File: src/sv/cpfm_pkg.sv
// Package for the capture period frequency meter.
// Word types, field widths and divider constants shared by every module.
// No dependencies.
package cpfm_pkg;

  // Field widths fixed by the interface
  localparam int CAP_W   = 16;
  localparam int FREQ_W  = 27;
  localparam int STAMP_W = 32;

  // Defaults for the top-level parameters
  localparam int TIMER_BITS_DEF  = 16;
  localparam int QUEUE_DEPTH_DEF = 2;

  // Tick rate after reset
  localparam logic [FREQ_W-1:0] TICK_RATE_RESET = FREQ_W'(500000);

  // Radix-2 divider: one quotient bit per step
  localparam int DIV_STEPS = FREQ_W;
  localparam int STEP_W    = $clog2(DIV_STEPS + 1);

  // Event kinds
  localparam logic CMD_OVERFLOW = 1'b0;
  localparam logic CMD_CAPTURE  = 1'b1;

  // Input word
  typedef struct packed {
    logic             cmd;
    logic [CAP_W-1:0] capture_value;
    logic             wrap_pending;
  } in_word_t;

  // Result word
  typedef struct packed {
    logic [FREQ_W-1:0] frequency;
    logic              updated;
  } out_word_t;

  // Job handed from the front end to the divider side
  typedef struct packed {
    logic               div;
    logic [STAMP_W-1:0] period;
  } job_t;

endpackage

File: src/sv/cpfm_front.sv
// Front end: wrap counting, timestamp extension and period calculation.
// Turns each accepted word into one job for the back end. Uses cpfm_pkg.
module cpfm_front import cpfm_pkg::*; #(
  parameter int TIMER_BITS = TIMER_BITS_DEF
) (
  input  logic     clk_i,
  input  logic     rst_ni,
  input  logic     in_push_i,
  input  in_word_t in_i,
  output logic     job_push_o,
  output job_t     job_o
);

  localparam int WRAP_W = (TIMER_BITS >= STAMP_W) ? 1 : STAMP_W - TIMER_BITS;
  localparam bit HAS_WRAP = (TIMER_BITS < STAMP_W);
  localparam logic [CAP_W-1:0] CNT_MASK = (TIMER_BITS >= CAP_W) ? {CAP_W{1'b1}} :
      CAP_W'((33'd1 << TIMER_BITS) - 33'd1);
  localparam logic [STAMP_W:0] HALF = (STAMP_W + 1)'(33'd1 << (TIMER_BITS - 1));

  logic [WRAP_W-1:0]  wrap_q, wrap_d;
  logic [STAMP_W-1:0] last_q, last_d;
  logic               primed_q, primed_d;

  logic [CAP_W-1:0]   count;
  logic               low_half;
  logic [STAMP_W-1:0] wraps;
  logic [STAMP_W-1:0] stamp;
  logic [STAMP_W-1:0] period;

  // Extend the captured count to a full timestamp
  always_comb begin
    count    = in_i.capture_value & CNT_MASK;
    low_half = ({{(STAMP_W + 1 - CAP_W){1'b0}}, count} < HALF);
    wraps    = STAMP_W'(wrap_q) + STAMP_W'(in_i.wrap_pending && low_half);
    stamp    = HAS_WRAP ? ((wraps << TIMER_BITS) | STAMP_W'(count)) : STAMP_W'(count);
    period   = stamp - last_q;
  end

  // State update and job build
  always_comb begin
    wrap_d     = wrap_q;
    last_d     = last_q;
    primed_d   = primed_q;
    job_push_o = in_push_i;
    job_o.div    = 1'b0;
    job_o.period = period;
    if (in_push_i) begin
      if (in_i.cmd == CMD_OVERFLOW) begin
        wrap_d = HAS_WRAP ? wrap_q + WRAP_W'(1) : '0;
      end else begin
        job_o.div = primed_q && (period != '0);
        primed_d  = 1'b1;
        last_d    = stamp;
      end
    end
  end

  always_ff @(posedge clk_i or negedge rst_ni) begin
    if (!rst_ni) begin
      wrap_q   <= '0;
      last_q   <= '0;
      primed_q <= 1'b0;
    end else begin
      wrap_q   <= wrap_d;
      last_q   <= last_d;
      primed_q <= primed_d;
    end
  end

`ifndef ASSERT_OFF
  // A division job only ever follows a first capture
  a_div_needs_primed: assert property (@(posedge clk_i) disable iff (!rst_ni)
    (job_push_o && job_o.div) |-> primed_q)
    else $error("division job issued before priming");
`endif

endmodule

File: src/sv/cpfm_queue.sv
// Short job queue between front end and back end, held in flip-flops.
// Depth set by parameter. Uses cpfm_pkg for the job type.
module cpfm_queue import cpfm_pkg::*; #(
  parameter int DEPTH = QUEUE_DEPTH_DEF
) (
  input  logic clk_i,
  input  logic rst_ni,
  input  logic push_i,
  input  job_t data_i,
  output logic full_o,
  input  logic pop_i,
  output logic empty_o,
  output job_t data_o
);

  localparam int AW = (DEPTH > 1) ? $clog2(DEPTH) : 1;
  localparam int CW = $clog2(DEPTH + 1);
  localparam logic [AW-1:0] LAST = AW'(DEPTH - 1);

  job_t          mem_q [DEPTH];
  logic [AW-1:0] wptr_q, wptr_d;
  logic [AW-1:0] rptr_q, rptr_d;
  logic [CW-1:0] cnt_q, cnt_d;
  logic          do_push, do_pop;

  assign full_o  = (cnt_q == CW'(DEPTH));
  assign empty_o = (cnt_q == '0);
  assign data_o  = mem_q[rptr_q];
  assign do_push = push_i && !full_o;
  assign do_pop  = pop_i && !empty_o;

  // Pointer and fill count
  always_comb begin
    wptr_d = wptr_q;
    rptr_d = rptr_q;
    cnt_d  = cnt_q;
    if (do_push) wptr_d = (wptr_q == LAST) ? '0 : wptr_q + AW'(1);
    if (do_pop)  rptr_d = (rptr_q == LAST) ? '0 : rptr_q + AW'(1);
    if (do_push && !do_pop) cnt_d = cnt_q + CW'(1);
    if (do_pop && !do_push) cnt_d = cnt_q - CW'(1);
  end

  always_ff @(posedge clk_i or negedge rst_ni) begin
    if (!rst_ni) begin
      wptr_q <= '0;
      rptr_q <= '0;
      cnt_q  <= '0;
    end else begin
      wptr_q <= wptr_d;
      rptr_q <= rptr_d;
      cnt_q  <= cnt_d;
    end
  end

  // Storage, no reset
  always_ff @(posedge clk_i) begin
    if (do_push) mem_q[wptr_q] <= data_i;
  end

`ifndef ASSERT_OFF
  a_cnt_bound: assert property (@(posedge clk_i) disable iff (!rst_ni)
    cnt_q <= CW'(DEPTH))
    else $error("job queue overfilled");
`endif

endmodule

File: src/sv/cpfm_back.sv
// Back end: radix-2 divider, frequency hold and the result register.
// Takes jobs from the queue and emits one result word per job. Uses cpfm_pkg.
module cpfm_back import cpfm_pkg::*; (
  input  logic              clk_i,
  input  logic              rst_ni,
  input  logic [FREQ_W-1:0] tick_rate_i,
  input  logic              job_empty_i,
  input  job_t              job_i,
  output logic              job_pop_o,
  output logic              out_empty_o,
  input  logic              out_pop_i,
  output out_word_t         out_o
);

  localparam logic ST_IDLE = 1'b0;
  localparam logic ST_DIV  = 1'b1;

  logic               state_q, state_d;
  logic [STEP_W-1:0]  step_q, step_d;
  logic [STAMP_W-1:0] rem_q, rem_d;
  logic [STAMP_W-1:0] dsr_q, dsr_d;
  logic [FREQ_W-1:0]  quo_q, quo_d;
  logic [FREQ_W-1:0]  hold_q, hold_d;
  logic               out_valid_q, out_valid_d;
  out_word_t          out_q, out_d;
  logic               out_load;
  logic               out_free;
  logic [STAMP_W:0]   rem_sh;
  logic [STAMP_W:0]   rem_sub;
  logic               ge;

  assign out_empty_o = !out_valid_q;
  assign out_o       = out_q;
  assign out_free    = !out_valid_q || out_pop_i;

  // One restoring divide step
  always_comb begin
    rem_sh  = {rem_q, quo_q[FREQ_W-1]};
    rem_sub = rem_sh - {1'b0, dsr_q};
    ge      = (rem_sh >= {1'b0, dsr_q});
  end

  // Sequencer
  always_comb begin
    state_d   = state_q;
    step_d    = step_q;
    rem_d     = rem_q;
    dsr_d     = dsr_q;
    quo_d     = quo_q;
    hold_d    = hold_q;
    out_d     = out_q;
    out_load  = 1'b0;
    job_pop_o = 1'b0;
    case (state_q)
      ST_IDLE: begin
        if (!job_empty_i) begin
          if (job_i.div) begin
            job_pop_o = 1'b1;
            state_d   = ST_DIV;
            step_d    = '0;
            rem_d     = '0;
            dsr_d     = job_i.period;
            quo_d     = tick_rate_i;
          end else if (out_free) begin
            job_pop_o = 1'b1;
            out_load  = 1'b1;
            out_d.frequency = hold_q;
            out_d.updated   = 1'b0;
          end
        end
      end
      ST_DIV: begin
        if (step_q != STEP_W'(DIV_STEPS)) begin
          step_d = step_q + STEP_W'(1);
          rem_d  = ge ? rem_sub[STAMP_W-1:0] : rem_sh[STAMP_W-1:0];
          quo_d  = {quo_q[FREQ_W-2:0], ge};
        end else if (out_free) begin
          out_load = 1'b1;
          hold_d   = quo_q;
          out_d.frequency = quo_q;
          out_d.updated   = 1'b1;
          state_d  = ST_IDLE;
        end
      end
      default: state_d = ST_IDLE;
    endcase
  end

  // Result register valid
  always_comb begin
    out_valid_d = out_valid_q;
    if (out_pop_i && out_valid_q) out_valid_d = 1'b0;
    if (out_load) out_valid_d = 1'b1;
  end

  always_ff @(posedge clk_i or negedge rst_ni) begin
    if (!rst_ni) begin
      state_q     <= ST_IDLE;
      step_q      <= '0;
      hold_q      <= '0;
      out_valid_q <= 1'b0;
    end else begin
      state_q     <= state_d;
      step_q      <= step_d;
      hold_q      <= hold_d;
      out_valid_q <= out_valid_d;
    end
  end

  // Datapath, no reset
  always_ff @(posedge clk_i) begin
    rem_q <= rem_d;
    dsr_q <= dsr_d;
    quo_q <= quo_d;
    out_q <= out_d;
  end

`ifndef ASSERT_OFF
  a_dsr_nonzero: assert property (@(posedge clk_i) disable iff (!rst_ni)
    (state_q == ST_DIV) |-> (dsr_q != '0))
    else $error("divider running with zero period");
  a_step_bound: assert property (@(posedge clk_i) disable iff (!rst_ni)
    (state_q == ST_DIV) |-> (step_q <= STEP_W'(DIV_STEPS)))
    else $error("divider step count out of range");
  a_pop_idle: assert property (@(posedge clk_i) disable iff (!rst_ni)
    job_pop_o |-> (state_q == ST_IDLE))
    else $error("job taken while divider busy");
`endif

endmodule

File: src/sv/capture_period_frequency_meter.sv
// Ticks, first captures and zero periods pass the job queue, then the result register;
// other captures pass the queue, the 27-step radix-2 divider, then the result register.
// Throughput: one word per cycle without a division, while the divider is idle and the
// result register free; one division at a time; a 2-deep job queue takes ticks meanwhile.
// Reset (rst_ni, async, active low) clears wrap count, timestamp, priming, frequency
// to zero and loads the tick rate with 500000.
module capture_period_frequency_meter import cpfm_pkg::*; #(
  parameter int TIMER_BITS  = TIMER_BITS_DEF,
  parameter int QUEUE_DEPTH = QUEUE_DEPTH_DEF
) (
  input  logic              clk_i,
  input  logic              rst_ni,
  input  logic              push,
  output logic              full,
  input  in_word_t          in_i,
  output logic              empty,
  input  logic              pop,
  output out_word_t         out_o,
  input  logic              cfg_valid_i,
  output logic              cfg_ready_o,
  input  logic [FREQ_W-1:0] cfg_data_i
);

  logic [FREQ_W-1:0] tick_rate_q, tick_rate_d;
  logic              in_push;
  logic              job_push;
  job_t              job_in;
  logic              job_full;
  logic              job_pop;
  logic              job_empty;
  job_t              job_out;

  // Tick rate register, always ready
  assign cfg_ready_o = 1'b1;
  assign tick_rate_d = (cfg_valid_i && cfg_ready_o) ? cfg_data_i : tick_rate_q;

  always_ff @(posedge clk_i or negedge rst_ni) begin
    if (!rst_ni) tick_rate_q <= TICK_RATE_RESET;
    else         tick_rate_q <= tick_rate_d;
  end

  // Input word accepted when the job queue has room
  assign full    = job_full;
  assign in_push = push && !job_full;

  cpfm_front #(
    .TIMER_BITS (TIMER_BITS)
  ) u_front (
    .clk_i      (clk_i),
    .rst_ni     (rst_ni),
    .in_push_i  (in_push),
    .in_i       (in_i),
    .job_push_o (job_push),
    .job_o      (job_in)
  );

  cpfm_queue #(
    .DEPTH (QUEUE_DEPTH)
  ) u_queue (
    .clk_i   (clk_i),
    .rst_ni  (rst_ni),
    .push_i  (job_push),
    .data_i  (job_in),
    .full_o  (job_full),
    .pop_i   (job_pop),
    .empty_o (job_empty),
    .data_o  (job_out)
  );

  cpfm_back u_back (
    .clk_i       (clk_i),
    .rst_ni      (rst_ni),
    .tick_rate_i (tick_rate_q),
    .job_empty_i (job_empty),
    .job_i       (job_out),
    .job_pop_o   (job_pop),
    .out_empty_o (empty),
    .out_pop_i   (pop),
    .out_o       (out_o)
  );

`ifndef ASSERT_OFF
  // A flagged update never reports more than the tick rate
  a_freq_bound: assert property (@(posedge clk_i) disable iff (!rst_ni)
    (!empty && out_o.updated && $stable(tick_rate_q)) |-> (out_o.frequency <= tick_rate_q))
    else $error("frequency above tick rate");
`endif

endmodule

File: config.mk
export PLATFORM = sky130hd
export DESIGN_NAME = capture_period_frequency_meter
export DESIGN_NICKNAME = d
export VERILOG_FILES = /design/src/sv/cpfm_pkg.sv /design/src/sv/cpfm_front.sv /design/src/sv/cpfm_queue.sv /design/src/sv/cpfm_back.sv /design/src/sv/capture_period_frequency_meter.sv
export SDC_FILE = /design/constraint.sdc
export NUM_CORES = 1
export LEC_CHECK = 0
export ABC_AREA = 1
export ABC_CLOCK_PERIOD_IN_PS = 10140
export BUFFER_PORTS_ARGS = -buffer_cell sky130_fd_sc_hd__buf_2
export CAP_MARGIN = 20
export CORE_MARGIN = 5
export CORE_UTILIZATION = 39
export CTS_BUF_LIST = sky130_fd_sc_hd__clkbuf_8
export DETAILED_ROUTE_END_ITERATION = 8
export SLEW_MARGIN = 20
export SYNTH_ARGS = -nofsm -noshare
export SYNTH_HDL_FRONTEND = slang
export SYNTH_HIERARCHICAL = 1
export SYNTH_SLANG_ARGS = --single-unit
File: constraint.sdc
create_clock -name clk_i -period 10.14 [get_ports clk_i]
set_input_delay 1.521 -clock clk_i [delete_from_list [all_inputs] [get_ports clk_i]]
set_output_delay 1.521 -clock clk_i [all_outputs]
set_load 0.005 [all_outputs]
==> summary.md <==
| Metric | Value |
|---|---|
| CP Launch Type | `primary input` |
| #FFs+latches synth | `299` |
| Synth warn | `6` |
| Final Max Slew Viols | `0` |
| Die Wd | `223 um` |
| Final Hold Viols | `0` |
| Final period util | `40.9%` |
| Grt total ovfl | `0` |
| Worst hold-check path type | `flip-flop to flip-flop` |
| Synthesized Nets | `2370` |
| Area grow syn2layout | `11.3%` |
| Antenna violations before repair | `0` |
| Worst hold start | `u_front/primed_q` |
| Gpl congestion | `0.905` |
| # hold bufs at CTS | `0` |
| H-tree depth | `2` |
| Hold slack | `roughly 450 ps` |
| Number of port buffers | `between 70 and 80` |
| Tmin final | `4140 ps` |
| Worst-path clk slew | `60 ps` |
| Worst slew margin | `38.6%` |
| Area after DPL | `18600 um^2` |
| Number of flops mapped to enable cells by yosys | `185` |
| Unrepaired setup endpoints after global routing | `no` |
| Synth area leaders | `edfxtp_1 32%, nand2_1 20%, dfrtp_1 15%` |
| Max VDD drop | `146 uV` |
| CTS resizes | `0` |
| Synth top area share | `a little under a third` |
| Clock Tree Buf Depth | `3` |
| Run status | `finished, final reports clean` |
| Vias per cell | `~4.7` |
| CP max FO | `5` |
| Clock Sinks | `299` |
| Post-CTS setup buffers | `0` |
| DRC viols | `0` |
| Yosys top cell by area | `edfxtp_1` |
| Number of DRC markers in iteration 0 | `788` |
| I/O Pins | `81` |
| Hold EP | `u_front/primed_q` |
| Worst slew pin tran | `922 ps` |
| Row count | `just under 80` |
| Sequential-to-total area share from yosys stat | `47.8%` |
| Netlist cell types | `about 50` |
| First-pass GRT wire length | `72500 um` |
| Drt pass-1 iters | `5` |
| DRT Wirelength | `44600 um` |
| Worst reg2reg path endpoint | `u_queue/mem_q[0][32]` |
| Setup violators final | `0` |
| Cell with the most instances after synthesis | `nand2_1` |
| Die area | `49500 um^2` |
| Nets | `2469` |
| Vias in the first global route | `13800` |
| Die span in y | `223 um` |
| CTS tree | `built` |
| Critical Path End Type | `flip-flop` |
| Main synth FF type | `edfxtp_1` |
| Crit path arrival time | `4520 ps` |
| Pin count of the biggest net entering global routing | `63` |
| CP Launch Point | `in_i[16]` |
| Syn Inst Count | `2250` |
| Required time worst endpoint | `10520 ps` |
| Core area | `44400 um^2` |
| Wire per inst | `14.9 um` |
| Mapped Area | `approximately 18000 um^2` |
| Critical path class | `primary input to flip-flop` |
| Max Clk Rate | `241 MHz` |
| Starting density of the core | `between 30% and 40%` |
| Worst-Skew Late Latency | `620 ps` |
| Clock Skew | `27.9 ps` |
| R2r setup slk | `6720 ps` |
| Hpwl dp | `33400 um` |
| Layout cell share with drive strength beyond 1 | `a little under an eighth` |
| Worst r2r path cells | `19` |
| Setup TNS | `0 ps` |
| Clock Root Buffer | `clkbuf_8` |
| Synth Area per Inst | `a little under 8 um^2` |
| Worst reg2reg startpoint | `u_front/wrap_q[0]` |
| Commonest cells in the synthesized netlist | `925 x nand2_1, 361 x inv_1, 185 x edfxtp_1, 173 x nor2_1, 107 x dfrtp_1` |
| Async SR Flop Fraction | `38.1%` |
| ANT cells | `0` |
| GRT Util Overall | `18.0%` |
| Total of max-cap violations | `0` |
| Routed vias | `14000` |
| Num CTS Buffers | `51` |
| Lkg Pwr | `10.4 nW` |
| Pwr/cell area | `334 nW/um^2` |
| Design area | `around 20000 um^2` |
| Hold Path Depth | `2` |
| Antenna-violating nets left | `0` |
==> routing by layer <==
metal,track usage [%],wire length [um],vias to the layer above
li1,-,-,7143
met1,24.6,21100,6495
met2,30.1,20700,244
met3,2.84,1740,70
met4,4.60,983,0
met5,0,0,-
==> worst max path at each step <==
stage	cells past startpoint	endpoint
floorplan	12	u_back/step_q[4]
global placement	21	u_queue/mem_q[0][32]
detailed placement	21	u_queue/mem_q[1][32]
CTS	21	u_queue/mem_q[0][32]
global route	22	u_queue/mem_q[0][32]
finish	21	u_queue/mem_q[0][32]
==> critical path: stages <==
cell	delay, ps
buf_2	120
nor2_1	140
ha_1	200
ha_1	190
nand2_1	120
nor2_1	250
nand2_1	110
xor2_1	210
ha_1	340
a21oi_1	230
o21ai_0	180
a21oi_1	200
nand3_1	100
nand2_1	60
nand2_1	120
nor2_1	130
nand2_1	70
nor2_2	70
nand3_1	60
nand2_1	60
inv_1	40
==> power breakdown <==
part	total (mW)	internal (mW)	leakage [nW]	switching [mW]
registers	2.18	1.99	3.21	0.192
logic	3.25	1.01	6.57	2.24
clock network	1.12	0.618	0.625	0.504
total	6.56	3.62	10.4	2.93
==> cells by family after synthesis <==
family / count (synthesis) / share of synthesized area [%]
buffers and inverters: 421 / 9.79
other: 1 / 0.0213
flip-flops: 299 / 47.8
AND/OR/NAND/NOR: 1294 / 30.5
multiplexers: 27 / 1.73
adder cells (fa/ha/maj): 70 / 5.06
AO/OA/AOI/OAI: 89 / 2.67
XOR/XNOR: 49 / 2.48
==> metrics by stage <==
stage	worst slack [ps]	std cells	power [mW]	utilization, %
final	6000	2983	6.56	44.1
after global placement	5420	2888	5.40	41.8
after global routing	5670	2983	7.16	44.1
after CTS	6050	2983	6.61	44.1
after detailed placement	5380	2888	5.45	41.8
after floorplan	5660	2250	4.53	-
==> area by class of cell <==
cell class | count | area (um^2)
multi-input combinational | 1530 | 7490
sequential | 299 | 8420
timing repair buffer | 90 | 480
inverter | 377 | 1430
clock inverter | 38 | 265
tap | 592 | 741
fill | 4487 | 24800
clock buffer | 57 | 785
==> registers in the layout, indices dropped and copies added, names as in the netlist, 2 cells and up <==
name and cells:
u_back/dsr_q 32, tick_rate_q 27, u_back/quo_q 27, u_front/last_q 32, u_queue/mem_q 66, u_back/hold_q 27
u_front/wrap_q 16, u_back/step_q 5, u_back/out_o 28, u_queue/cnt_q 2, u_back/rem_q 32
==> cell usage in the layout (no fill, tap or decap), types with 6 or more instances in the layout <==
master,netlist,final
ha_1,68,68
nand3_1,73,73
dfrtp_1,107,106
dfstp_2,7,7
nor2_2,23,25
xnor2_1,16,16
mux2_2,27,27
clkbuf_8,0,57
nand3b_1,27,27
a21oi_1,38,38
inv_1,361,384
o21ai_0,38,38
nand4_1,15,15
xor2_1,32,32
nand2_1,925,925
and2_1,8,8
nand2_2,23,23
nor3_1,7,7
inv_2,12,12
buf_4,7,12
edfxtp_1,185,185
nor2_1,173,171
clkinv_2,0,6
buf_2,9,78
Note: power is estimated with default switching activity, not from simulation.
